[src/rtl/dlsp_pkg.sv]
// Shared types and constants of the lattice shortest-path engine.
`timescale 1ns / 1ps

package dlsp_pkg;

  // Fixed field widths of the stream beats
  localparam int NODE_W      = 6;
  localparam int WEIGHT_W    = 16;
  localparam int REQ_W       = 2;
  localparam int STATUS_W    = 2;
  localparam int OUT_COST_W  = 32;
  localparam int IN_TDATA_W  = 32;
  localparam int OUT_TDATA_W = 40;

  // Request kinds carried on in_tuser
  typedef enum logic [REQ_W-1:0] {
    REQ_NEW    = 2'd0,
    REQ_APPEND = 2'd1,
    REQ_EDGE   = 2'd2,
    REQ_PATH   = 2'd3
  } req_t;

  // Result status carried on out_tuser
  typedef enum logic [STATUS_W-1:0] {
    STAT_OK      = 2'd0,
    STAT_BAD     = 2'd1,
    STAT_UNREACH = 2'd2
  } status_t;

  // Sequencer states
  typedef enum logic [2:0] {
    S_INIT,
    S_IDLE,
    S_RELAX,
    S_WALK,
    S_EMIT_RD,
    S_EMIT_OUT
  } state_t;

  // Decision flags from the relax unit
  typedef struct packed {
    logic src_inf;
    logic take;
  } relax_flags_t;

endpackage

[src/rtl/dlsp_relax.sv]
// Saturating edge relaxation: source cost plus weight against target cost.
`timescale 1ns / 1ps

module dlsp_relax #(
  parameter int COST_BITS = 32
) (
  input  logic [COST_BITS-1:0]        src_cost,
  input  logic [COST_BITS-1:0]        dst_cost,
  input  logic [dlsp_pkg::WEIGHT_W-1:0] weight,
  output logic [COST_BITS-1:0]        sum,
  output dlsp_pkg::relax_flags_t      flags
);

  localparam int RAW_W = COST_BITS + 1;
  localparam logic [COST_BITS-1:0] INF = '1;
  localparam logic [COST_BITS-1:0] SAT = INF - COST_BITS'(1);

  logic [RAW_W-1:0] raw;

  // Add with one carry bit, clamp finite sums just below infinity
  always_comb begin
    raw = {1'b0, src_cost} + RAW_W'(weight);
    if (raw >= {1'b0, INF}) begin
      sum = SAT;
    end else begin
      sum = raw[COST_BITS-1:0];
    end
    flags.src_inf = (src_cost == INF);
    flags.take    = !flags.src_inf && (sum < dst_cost);
  end

endmodule

[src/rtl/dag_lattice_shortest_path_top.sv]
// Top level of the lattice shortest-path engine: sequencer and vertex memories.
//
//  channel | direction | tdata (low bit up)             | tuser      | tlast
//  in_     | slave     | start_node, end_node, weight   | req_type   | -
//  out_    | master    | path_node, path_cost           | status     | last
//
// New graph and append are done on acceptance; add edge does a cost memory read,
// then add-compare-write. A path does a predecessor walk on the predecessor
// memory port, then a trace readout. After reset the init state writes the
// root entry before the first beat is taken.
// in_tready drops while a request is in progress and while the output register
// holds a beat that is not being taken.
`timescale 1ns / 1ps

module dag_lattice_shortest_path_top #(
  parameter int MAX_VERTICES = 64,
  parameter int COST_BITS    = 32
) (
  input  logic                               clk,
  input  logic                               rst_n,
  input  logic                               in_tvalid,
  output logic                               in_tready,
  // start_node [5:0], end_node [11:6], weight [27:12], zero fill
  input  logic [dlsp_pkg::IN_TDATA_W-1:0]    in_tdata,
  // req_type [1:0]
  input  logic [dlsp_pkg::REQ_W-1:0]         in_tuser,
  output logic                               out_tvalid,
  input  logic                               out_tready,
  // path_node [5:0], path_cost [37:6], zero fill
  output logic [dlsp_pkg::OUT_TDATA_W-1:0]   out_tdata,
  // status [1:0]
  output logic [dlsp_pkg::STATUS_W-1:0]      out_tuser,
  output logic                               out_tlast
);

  localparam int NODE_W = dlsp_pkg::NODE_W;
  localparam int IDX_W  = (MAX_VERTICES > 1) ? $clog2(MAX_VERTICES) : 1;
  localparam int CNT_W  = $clog2(MAX_VERTICES + 1);
  localparam int CMP_W  = NODE_W + 1;
  localparam int EXT_W  = (COST_BITS > dlsp_pkg::OUT_COST_W) ? COST_BITS
                                                             : dlsp_pkg::OUT_COST_W;
  localparam logic [COST_BITS-1:0] INF = '1;

  // Vertex memories: cost, {valid, predecessor}, and the trace stack
  logic [COST_BITS-1:0] cost_mem  [MAX_VERTICES];
  logic [NODE_W:0]      pred_mem  [MAX_VERTICES];
  logic [NODE_W-1:0]    trace_mem [MAX_VERTICES];

  dlsp_pkg::state_t state_r, state_nxt;
  logic [CNT_W-1:0]  vc_r, vc_nxt;
  logic [NODE_W-1:0] node_r, node_nxt;
  logic [CNT_W-1:0]  n_r, n_nxt;
  logic [IDX_W-1:0]  idx_r, idx_nxt;

  logic [NODE_W-1:0]            s_r, e_r;
  logic [dlsp_pkg::WEIGHT_W-1:0] w_r;
  logic [COST_BITS-1:0]         cost_a_r, cost_b_r;
  logic [NODE_W:0]              pred_rd_r;
  logic [NODE_W-1:0]            trace_rd_r;

  logic                          out_valid_r, out_valid_nxt;
  logic [NODE_W-1:0]             out_node_r;
  logic [dlsp_pkg::OUT_COST_W-1:0] out_cost_r;
  dlsp_pkg::status_t             out_status_r;
  logic                          out_last_r;

  // Memory port controls
  logic                 cost_we;
  logic [IDX_W-1:0]     cost_waddr;
  logic [COST_BITS-1:0] cost_wdata;
  logic                 pred_we;
  logic [IDX_W-1:0]     pred_waddr;
  logic [NODE_W:0]      pred_wdata;
  logic                 pred_re;
  logic [IDX_W-1:0]     pred_raddr;
  logic                 trace_we;
  logic [IDX_W-1:0]     trace_waddr;
  logic [NODE_W-1:0]    trace_wdata;
  logic                 trace_re;
  logic [IDX_W-1:0]     trace_raddr;

  // Output load controls
  logic                          out_ld;
  logic [NODE_W-1:0]             ld_node;
  logic [dlsp_pkg::OUT_COST_W-1:0] ld_cost;
  dlsp_pkg::status_t             ld_status;
  logic                          ld_last;

  // Input decode
  dlsp_pkg::req_t               in_req;
  logic [NODE_W-1:0]            in_s, in_e;
  logic                         in_fire, out_free;
  logic                         s_out, e_out, full, edge_bad, path_bad;

  // Relax unit and end cost as shown on the output
  logic [COST_BITS-1:0]           relax_sum;
  dlsp_pkg::relax_flags_t         relax_flags;
  logic [EXT_W-1:0]               cost_ext;
  logic [dlsp_pkg::OUT_COST_W-1:0] path_cost;

  assign in_req  = dlsp_pkg::req_t'(in_tuser);
  assign in_s    = in_tdata[5:0];
  assign in_e    = in_tdata[11:6];

  assign out_free  = !out_valid_r || out_tready;
  assign in_tready = (state_r == dlsp_pkg::S_IDLE) && out_free;
  assign in_fire   = in_tvalid && in_tready;

  // Range checks against the live vertex count
  assign s_out    = CMP_W'(in_s) >= CMP_W'(vc_r);
  assign e_out    = CMP_W'(in_e) >= CMP_W'(vc_r);
  assign full     = (vc_r == CNT_W'(MAX_VERTICES));
  assign edge_bad = s_out || e_out || (in_e <= in_s);
  assign path_bad = s_out || e_out || (in_s > in_e);

  assign cost_ext  = EXT_W'(cost_b_r);
  assign path_cost = (cost_b_r == INF) ? '1 : cost_ext[dlsp_pkg::OUT_COST_W-1:0];

  dlsp_relax #(
    .COST_BITS (COST_BITS)
  ) u_relax (
    .src_cost (cost_a_r),
    .dst_cost (cost_b_r),
    .weight   (w_r),
    .sum      (relax_sum),
    .flags    (relax_flags)
  );

  // Sequencer: next state, memory accesses, result loads
  always_comb begin
    state_nxt   = state_r;
    vc_nxt      = vc_r;
    node_nxt    = node_r;
    n_nxt       = n_r;
    idx_nxt     = idx_r;
    cost_we     = 1'b0;
    cost_waddr  = '0;
    cost_wdata  = '0;
    pred_we     = 1'b0;
    pred_waddr  = '0;
    pred_wdata  = '0;
    pred_re     = 1'b0;
    pred_raddr  = in_e[IDX_W-1:0];
    trace_we    = 1'b0;
    trace_waddr = n_r[IDX_W-1:0];
    trace_wdata = node_r;
    trace_re    = 1'b0;
    trace_raddr = idx_r;
    out_ld      = 1'b0;
    ld_node     = '0;
    ld_cost     = '0;
    ld_status   = dlsp_pkg::STAT_BAD;
    ld_last     = 1'b1;

    case (state_r)
      dlsp_pkg::S_INIT: begin
        // write the root entry
        cost_we   = 1'b1;
        pred_we   = 1'b1;
        state_nxt = dlsp_pkg::S_IDLE;
      end

      dlsp_pkg::S_IDLE: begin
        if (in_fire) begin
          case (in_req)
            dlsp_pkg::REQ_NEW: begin
              cost_we = 1'b1;
              pred_we = 1'b1;
              vc_nxt  = CNT_W'(1);
            end
            dlsp_pkg::REQ_APPEND: begin
              if (full) begin
                out_ld = 1'b1;
              end else begin
                cost_we    = 1'b1;
                cost_waddr = vc_r[IDX_W-1:0];
                cost_wdata = INF;
                pred_we    = 1'b1;
                pred_waddr = vc_r[IDX_W-1:0];
                vc_nxt     = vc_r + CNT_W'(1);
              end
            end
            dlsp_pkg::REQ_EDGE: begin
              if (edge_bad) begin
                out_ld = 1'b1;
              end else begin
                state_nxt = dlsp_pkg::S_RELAX;
              end
            end
            dlsp_pkg::REQ_PATH: begin
              if (path_bad) begin
                out_ld = 1'b1;
              end else begin
                pred_re   = 1'b1;
                node_nxt  = in_e;
                n_nxt     = '0;
                state_nxt = dlsp_pkg::S_WALK;
              end
            end
            default: ;
          endcase
        end
      end

      dlsp_pkg::S_RELAX: begin
        // write back a strictly smaller cost with its predecessor
        if (relax_flags.take) begin
          cost_we    = 1'b1;
          cost_waddr = e_r[IDX_W-1:0];
          cost_wdata = relax_sum;
          pred_we    = 1'b1;
          pred_waddr = e_r[IDX_W-1:0];
          pred_wdata = {1'b1, s_r};
        end
        state_nxt = dlsp_pkg::S_IDLE;
      end

      dlsp_pkg::S_WALK: begin
        // pred_rd_r holds the entry of node_r; push node_r and follow it, or stop at the start or when unreachable
        if (node_r == s_r) begin
          trace_we  = 1'b1;
          n_nxt     = n_r + CNT_W'(1);
          idx_nxt   = n_r[IDX_W-1:0];
          state_nxt = dlsp_pkg::S_EMIT_RD;
        end else if ((node_r < s_r) || !pred_rd_r[NODE_W] ||
                     (n_r >= CNT_W'(MAX_VERTICES - 1))) begin
          out_ld    = 1'b1;
          ld_cost   = '1;
          ld_status = dlsp_pkg::STAT_UNREACH;
          state_nxt = dlsp_pkg::S_IDLE;
        end else begin
          trace_we   = 1'b1;
          n_nxt      = n_r + CNT_W'(1);
          node_nxt   = pred_rd_r[NODE_W-1:0];
          pred_re    = 1'b1;
          pred_raddr = pred_rd_r[IDX_W-1:0];
        end
      end

      dlsp_pkg::S_EMIT_RD: begin
        trace_re  = 1'b1;
        state_nxt = dlsp_pkg::S_EMIT_OUT;
      end

      dlsp_pkg::S_EMIT_OUT: begin
        // pop the stack, one beat per cycle while the sink takes them
        if (out_free) begin
          out_ld    = 1'b1;
          ld_node   = trace_rd_r;
          ld_cost   = path_cost;
          ld_status = dlsp_pkg::STAT_OK;
          ld_last   = (idx_r == '0);
          if (idx_r == '0) begin
            state_nxt = dlsp_pkg::S_IDLE;
          end else begin
            idx_nxt     = idx_r - IDX_W'(1);
            trace_re    = 1'b1;
            trace_raddr = idx_r - IDX_W'(1);
          end
        end
      end

      default: state_nxt = dlsp_pkg::S_IDLE;
    endcase

    out_valid_nxt = (out_valid_r && !out_tready) || out_ld;
  end

  // Control registers
  always_ff @(posedge clk) begin
    if (!rst_n) begin
      state_r     <= dlsp_pkg::S_INIT;
      vc_r        <= CNT_W'(1);
      node_r      <= '0;
      n_r         <= '0;
      idx_r       <= '0;
      out_valid_r <= 1'b0;
    end else begin
      state_r     <= state_nxt;
      vc_r        <= vc_nxt;
      node_r      <= node_nxt;
      n_r         <= n_nxt;
      idx_r       <= idx_nxt;
      out_valid_r <= out_valid_nxt;
    end
  end

  // Hold the request payload
  always_ff @(posedge clk) begin
    if (in_fire) begin
      s_r <= in_s;
      e_r <= in_e;
      w_r <= in_tdata[27:12];
    end
  end

  // Output register
  always_ff @(posedge clk) begin
    if (out_ld) begin
      out_node_r   <= ld_node;
      out_cost_r   <= ld_cost;
      out_status_r <= ld_status;
      out_last_r   <= ld_last;
    end
  end

  // Cost memory: one write port, two registered read ports
  always_ff @(posedge clk) begin
    if (cost_we) begin
      cost_mem[cost_waddr] <= cost_wdata;
    end
    if (in_fire) begin
      cost_a_r <= cost_mem[in_s[IDX_W-1:0]];
      cost_b_r <= cost_mem[in_e[IDX_W-1:0]];
    end
  end

  // Predecessor memory
  always_ff @(posedge clk) begin
    if (pred_we) begin
      pred_mem[pred_waddr] <= pred_wdata;
    end
    if (pred_re) begin
      pred_rd_r <= pred_mem[pred_raddr];
    end
  end

  // Trace stack memory
  always_ff @(posedge clk) begin
    if (trace_we) begin
      trace_mem[trace_waddr] <= trace_wdata;
    end
    if (trace_re) begin
      trace_rd_r <= trace_mem[trace_raddr];
    end
  end

  assign out_tvalid = out_valid_r;
  assign out_tdata  = {2'b00, out_cost_r, out_node_r};
  assign out_tuser  = out_status_r;
  assign out_tlast  = out_last_r;

endmodule

[config.mk]
export PLATFORM = sky130hd
export DESIGN_NAME = dag_lattice_shortest_path_top
export DESIGN_NICKNAME = d
export VERILOG_FILES = /design/src/rtl/dlsp_pkg.sv /design/src/rtl/dlsp_relax.sv /design/src/rtl/dag_lattice_shortest_path_top.sv
export SDC_FILE = /design/constraint.sdc
export NUM_CORES = 2
export LEC_CHECK = 0
export BUFFER_PORTS_ARGS = -buffer_cell sky130_fd_sc_hd__buf_4
export CAP_MARGIN = 10
export CELL_PAD_IN_SITES_DETAIL_PLACEMENT = 0
export CELL_PAD_IN_SITES_GLOBAL_PLACEMENT = 2
export CORE_ASPECT_RATIO = 0.5
export CORE_MARGIN = 4
export CORE_UTILIZATION = 40
export DETAILED_ROUTE_END_ITERATION = 7
export PLACE_DENSITY_LB_ADDON = 0.1
export SYNTH_ARGS = -nofsm -noshare
export SYNTH_HDL_FRONTEND = slang
export SYNTH_SLANG_ARGS = --single-unit
[constraint.sdc]
create_clock -name clk -period 9.9 [get_ports clk]
set_clock_uncertainty 0.15 [all_clocks]
set_input_delay 0.99 -clock clk [delete_from_list [all_inputs] [get_ports clk]]
set_output_delay 0.99 -clock clk [all_outputs]
set_load 0.005 [all_outputs]
* Yosys cells after proc, flatten, opt, wreduce, memory -nomap -nowiden
Memories as Yosys holds them, arrays and structs flattened. A register that Yosys moved wholly into a read port is not among the register bits. Cells that the tools add are included.
Storage, ports and cells: latch bits 0, ROM bits 0, bits of input ports 38, word-level logic and storage cells 163, bits in registers 99, RAM bits 2880, memories 3
Cells by class: shift operators 0, mux-type cells 82, reduce and logical (&&, ||, !) cells 27, add/subtract/negate cells 4, multiply operators 0, $lt $le $gt $ge 8, div/mod/pow operators 0, bitwise logic cells 0, eq/ne operators 26
Memories:
- cost_mem | depth 64, bits a word 32, read ports 2, clocked after memory_dff 2, write ports 1, line dag_lattice_shortest_path_top.sv:45 | logic [COST_BITS-1:0] cost_mem [MAX_VERTICES];
- pred_mem | depth 64, bits a word 7, read ports 1, clocked after memory_dff 1, write ports 1, line dag_lattice_shortest_path_top.sv:46 | logic [NODE_W:0] pred_mem [MAX_VERTICES];
- trace_mem | depth 64, bits a word 6, read ports 1, clocked after memory_dff 1, write ports 1, line dag_lattice_shortest_path_top.sv:47 | logic [NODE_W-1:0] trace_mem [MAX_VERTICES];
Operators with widths (number):
- 32-bit two-way mux | 9
- 32-bit case mux with 2 select lines | 2
- 6-bit two-way mux | 16
- 32-bit == test (second input constant) | 2
- 7-bit two-way mux | 8
- 6-bit case mux with 2 select lines | 3
- 32-bit by 16-bit adder with 33-bit output | 1
- 33-bit by 32-bit >= comparator with 1-bit output (second input constant) | 1
- 32-bit < comparator | 1
- 7-bit case mux with 2 select lines | 2
- 1-bit two-way mux | 24
- 3-bit two-way mux | 7
- 2-bit inequality test (second input constant) | 8
- 7-bit by 1-bit adder with 7-bit output (second input constant) | 2
- 6-bit by 7-bit >= comparator with 1-bit output | 2
- 3-bit inequality test (second input constant) | 4
- 3-bit case mux with 4 select lines | 1
- 1-bit case mux with 3 select lines | 3
- 7-bit == test (second input constant) | 1
- 7-bit by 6-bit >= comparator with 1-bit output (second input constant) | 1
- 1-bit logical OR | 7
- 7-bit AND reduction | 1
- 3-bit by 2-bit == test with 1-bit output (second input constant) | 2
- 3-bit == test (second input constant) | 2
- 24 further kinds | 37

* Longest topological paths before layout
depth in word-level cells 9, mapped depth 28, gate-level depth less buffers 25

* Hierarchy
A second synthesis with hierarchy kept.
Unflattened totals: cell total of the unflattened synthesis 7018, area total of the unflattened synthesis 137100.2 um^2
By module, submodules not included:
- dag_lattice_shortest_path_top | times used 1, area an instance 134418.9 um^2, cells an instance 6621, sequential area each 91467.7 um^2
- dlsp_relax | times used 1, area an instance 2681.3 um^2, cells an instance 397, sequential area each 0.0 um^2

* Worst setup path before layout
OpenSTA, ideal clock, no wires.
path type reg2reg, start reg cost_a_r[0] (read register of cost_mem), end mem pred_mem[0][0] in the netlist's numbering (data pin), arrival 7.358 ns, path slack 2.025 ns, buffers on the path 3, cell stages (with the launch flop) 28, period minus slack after synthesis 7.875 ns, library setup time 0.367 ns, required time 9.383 ns, cell sequence edfxtp_1 -> ha_1 -> inv_1 -> fa_1 -> nand2b_1 -> a21oi_1 -> o21ai_1 -> a2111oi_2 -> nor3_1 -> nor4_1 -> nand4_1 -> nor3_1 -> nor2_1 -> clkbuf_1 -> nand2_1 -> ha_1 -> and3_1 -> nand4_1 -> nor3_1 -> a211oi_1 -> o21ai_0 -> a21o_1 -> clkbuf_1 -> nor4_1 -> nor2_1 -> clkinv_1 -> clkbuf_1 -> and2_1
Between the ends: word-level cells in the longest chain between the ends 7, elaborated cells between the ends (all ways) 9, classes of those cells 1 x add/sub; 2 x order compare; 1 x eq/ne; 3 x mux; 2 x reduce/logical
RTL lines:
- start, declared | line dag_lattice_shortest_path_top.sv:57 | logic [COST_BITS-1:0] cost_a_r, cost_b_r;
- 32-bit by 16-bit adder with 33-bit output | line dlsp_relax.sv:22 | raw = {1'b0, src_cost} + RAW_W'(weight);
- 33-bit by 32-bit >= comparator with 1-bit output | line dlsp_relax.sv:23 | if (raw >= {1'b0, INF}) begin
- 32-bit two-way mux | line dlsp_relax.sv:23
- 32-bit < comparator | line dlsp_relax.sv:29 | flags.take = !flags.src_inf && (sum < dst_cost);
- 1-bit logical AND (*) | line dlsp_relax.sv:29
- 7-bit two-way mux (*) | line dag_lattice_shortest_path_top.sv:207 | if (relax_flags.take) begin
- 7-bit two-way mux (*) | line dag_lattice_shortest_path_top.sv:155 | case (state_r)
- named net pred_wdata[0] | line dag_lattice_shortest_path_top.sv:73 | logic [NODE_W:0] pred_wdata;
- end, declared | line dag_lattice_shortest_path_top.sv:46
The timed path passes the listed nets; every way through them passes the cells marked *.

* Worst setup path after layout
start reg cost_a_r[0] (read register of cost_mem), end mem cost_mem[8][28], enable pin
Between the ends: word-level cells in the longest chain between the ends 9, elaborated cells between the ends (all ways) 13, classes of those cells 1 x add/sub; 2 x order compare; 1 x eq/ne; 7 x mux; 2 x reduce/logical
RTL lines:
- 32-bit by 16-bit adder with 33-bit output | line dlsp_relax.sv:22
- 33-bit by 32-bit >= comparator with 1-bit output | line dlsp_relax.sv:23
- 32-bit two-way mux | line dlsp_relax.sv:23
- 32-bit < comparator | line dlsp_relax.sv:29
- 1-bit logical AND (*) | line dlsp_relax.sv:29
- 1-bit two-way mux | line dag_lattice_shortest_path_top.sv:207
- 1-bit case mux with 3 select lines | line dag_lattice_shortest_path_top.sv:155
- 1-bit two-way mux | line dag_lattice_shortest_path_top.sv:309 | if (cost_we) begin
- 1-bit two-way mux (not written as such) | line dag_lattice_shortest_path_top.sv:310 | cost_mem[cost_waddr] <= cost_wdata;
- end, declared | line dag_lattice_shortest_path_top.sv:45
Every way passes the cells marked *; elsewhere a longest branch is shown, timed or not.

==> metrics <==
Synth top area share 66.9%; DRT iter0 DRCs 9714; Pre-Repair DR Iteration Count 5; CP endpoint kind flop; Area Overhead vs Synth 13.0%; synth top area cells edfxtp_1 (67%), mux4_2 (25%), mux2i_1 (1.3%), clkbuf_1 (0.72%), ha_1 (0.70%); asr flop ratio synth 0%; main flop type after synthesis edfxtp_1; wire length on met2 201 mm; crit path time final 9.09 ns; die area 349000 um^2; number of CTS-inserted buffers 297; routed vias 71600; Root Driver clkbuf_16; average cell area after synthesis 21.7 um^2; clock slew at reported path FFs 0.07 ns; total core area 336000 um^2; initial core utilization 40.4%; WL/cell 39.8 um; GRT Util Overall 25.4%; post-route ant nets 0; worst-margin pin slew 1.25 ns; chip height 420 um; GPL Wtd Cong 0.868; startpoint types flop; most frequent cells in the layout edfxtp_1 (3026), mux4_2 (1524), clkbuf_16 (300); count of flip-flops with a built-in enable after synthesis 3026; fin crit share 91.9%; number of global-route vias before repair 73900; Place WS 0.941 ns; pins over their slew limit 0; leading area contributor after synthesis edfxtp_1; Leak 47.0 nW; hold path cells 1; critical path peak fanout 17; hold_buf cts 0; I/O Buffers 76; routed length on met3 40.0 mm; fmax 0.110 GHz; worst-skew pair later-pin latency 0.92 ns; Nets 6602; Synth Register Bits 3056; vias per cell 6.40; HP Class input pin to flop; FF-to-FF path depth 27; setup ws final 0.806 ns; Crit Path Class flop to flop; sequential area share after synthesis 67.3%; outcome complete, no violations; maximum buffer depth of the clock tree 4; PD cells 182 nW/um^2; initial antenna violation count 28; Rows 150; first-pass GRT wire length 612 mm; CTS H-tree depth 5; setup bufs post-CTS 0; total gr overflow 0; die outline width 832 um; most common cell after layout, fill and taps aside edfxtp_1; TNS Setup 0 ns; max_cap viols 0; Post-Syn Instances 6261; final hold vios 0; Layout fillers 27800; share of layout cells above drive strength 1 36.2%; CP arrival 9.52 ns; M1 wire length 190 mm; Synth Warn # 0; CTS sink cnt 3056; dpl hpwl 270 mm; CTS tree built; WP data required 10.32 ns; VDD IR max 0.143 mV; post-cts resize count 0; unrepaired setup endpoints after global routing false; Finish-stage setup viols 0; final WL 445 mm; DRC 0; pin count of the biggest net entering global routing 130; top routing layer in use met5; Worst slew margin 16.4%; Cell variety after synth 75; Synth Cell Area 136000 um^2; I/O Pins 83
per-layer routing:
metal	up-vias	track usage, %
met5	-	0
met4	6	7.01
met3	644	5.69
met2	3442	38.7
met1	39800	37.1
li1	27800	-
power by group:
part           switching, mW  internal [mW]  leakage [nW]
Combinational           1.22          0.826          15.8
Sequential            0.0683           14.3          26.7
Clock                   5.07           6.39          4.56
critical path: stages, from the launching register on:
cell	delay (ns)
edfxtp_1	0.36
ha_1	0.19
inv_1	0.06
fa_1	0.39
nand2b_1	0.21
a21oi_1	0.37
o21ai_1	0.30
a2111oi_2	0.42
nor3_1	0.18
nor4_1	0.31
nand4_1	0.18
nor3_1	0.73
nor2_1	0.24
buf_4	0.27
nand2_1	0.12
ha_1	0.15
and3_1	0.18
nand4_1	0.18
nor3_1	0.43
a211oi_1	0.14
o21ai_0	0.20
a21o_1	0.43
nor4_1	0.14
nor2_1	0.14
buf_4	0.31
o2111ai_2	0.59
nor2_4	1.02
buf_12	0.31
state kept, by name, indices dropped and copies added (netlist names):
register	flops
cost_a_r	32
trace_rd_r	6
trace_mem	384
node_r	6
idx_r	6
out_tuser	2
state_r	3
out_tlast	1
vc_r	7
cost_b_r	32
out_node_r	6
n_r	7
out_tvalid	1
s_r	6
out_cost_r	32
e_r	6
pred_rd_r	7
pred_mem	448
cost_mem	2048
w_r	16
worst paths after layout:
check | slack, ns | from | end
setup / recovery | 0.81 | cost_a_r[0] | cost_mem[8][28]
hold / removal | 0.12 | in_tdata[21] | w_r[9]
setup reg to reg | 0.81 | cost_a_r[0] | cost_mem[8][28]
hold reg to reg | 0.38 | n_r[6] | n_r[6]
final cells by class:
cell class	count	area (um^2)	area share, %
flip-flops and latches	3056	91500	59.6
multi-input cells	2712	43100	28.1
clock buffers	352	7700	5.02
well taps	4484	5610	3.65
repair buffers	340	3540	2.31
clock inverters	167	1720	1.12
inverters	80	317	0.206
diodes	2	5.00	0.00326
per-stage QoR:
| step | power [mW] | hold WS [ns] | instance area (um^2) | utilization [%] | cells |
|---|---|---|---|---|---|
| 2_1_floorplan | 15.9 | 0.324 | 136000 | - | 6262 |
| 3_3_place_gp | 16.7 | 0.360 | 144000 | 42.8 | 10700 |
| 3_5_place_dp | 16.7 | 0.365 | 144000 | 42.8 | 10700 |
| 4_1_cts | 28.1 | 0.0421 | 153000 | 45.6 | 11200 |
| 5_1_grt | 28.8 | 0.0651 | 153000 | 45.7 | 11200 |
| 6_report | 27.9 | 0.118 | 154000 | 45.7 | 11200 |
cells in the mapped netlist, drive strengths merged (14+ instances only):
| library cell | instances |
|---|---|
| nor2 | 217 |
| and3 | 21 |
| mux2i | 175 |
| nand3 | 18 |
| xnor2 | 19 |
| o21ai | 63 |
| a211oi | 16 |
| nand4 | 29 |
| xor2 | 14 |
| mux4 | 1524 |
| a21oi | 73 |
| nor3 | 29 |
| inv | 79 |
| clkbuf | 260 |
| nor4 | 14 |
| edfxtp | 3026 |
| mux2 | 37 |
| ha | 76 |
| a21o | 86 |
| dfxtp | 30 |
| buf | 154 |
| nand2 | 140 |
cells by family (layout without fill, tap and decap cells):
| kind of cell | count (synthesis) | after routing | synth area share (%) |
|---|---|---|---|
| adders and majority gates | 77 | 77 | 0.715 |
| AOI/OAI and AO/OA | 322 | 322 | 1.58 |
| DFF | 3056 | 3056 | 67.3 |
| and+or+nand+nor | 542 | 542 | 1.87 |
| xor gates and xnor gates | 33 | 33 | 0.213 |
| other | 1 | 4 | 0.00276 |
| buffers and inverters | 494 | 939 | 1.40 |
| muxes | 1736 | 1736 | 26.9 |
Note: power is estimated with default switching activity, not from simulation.
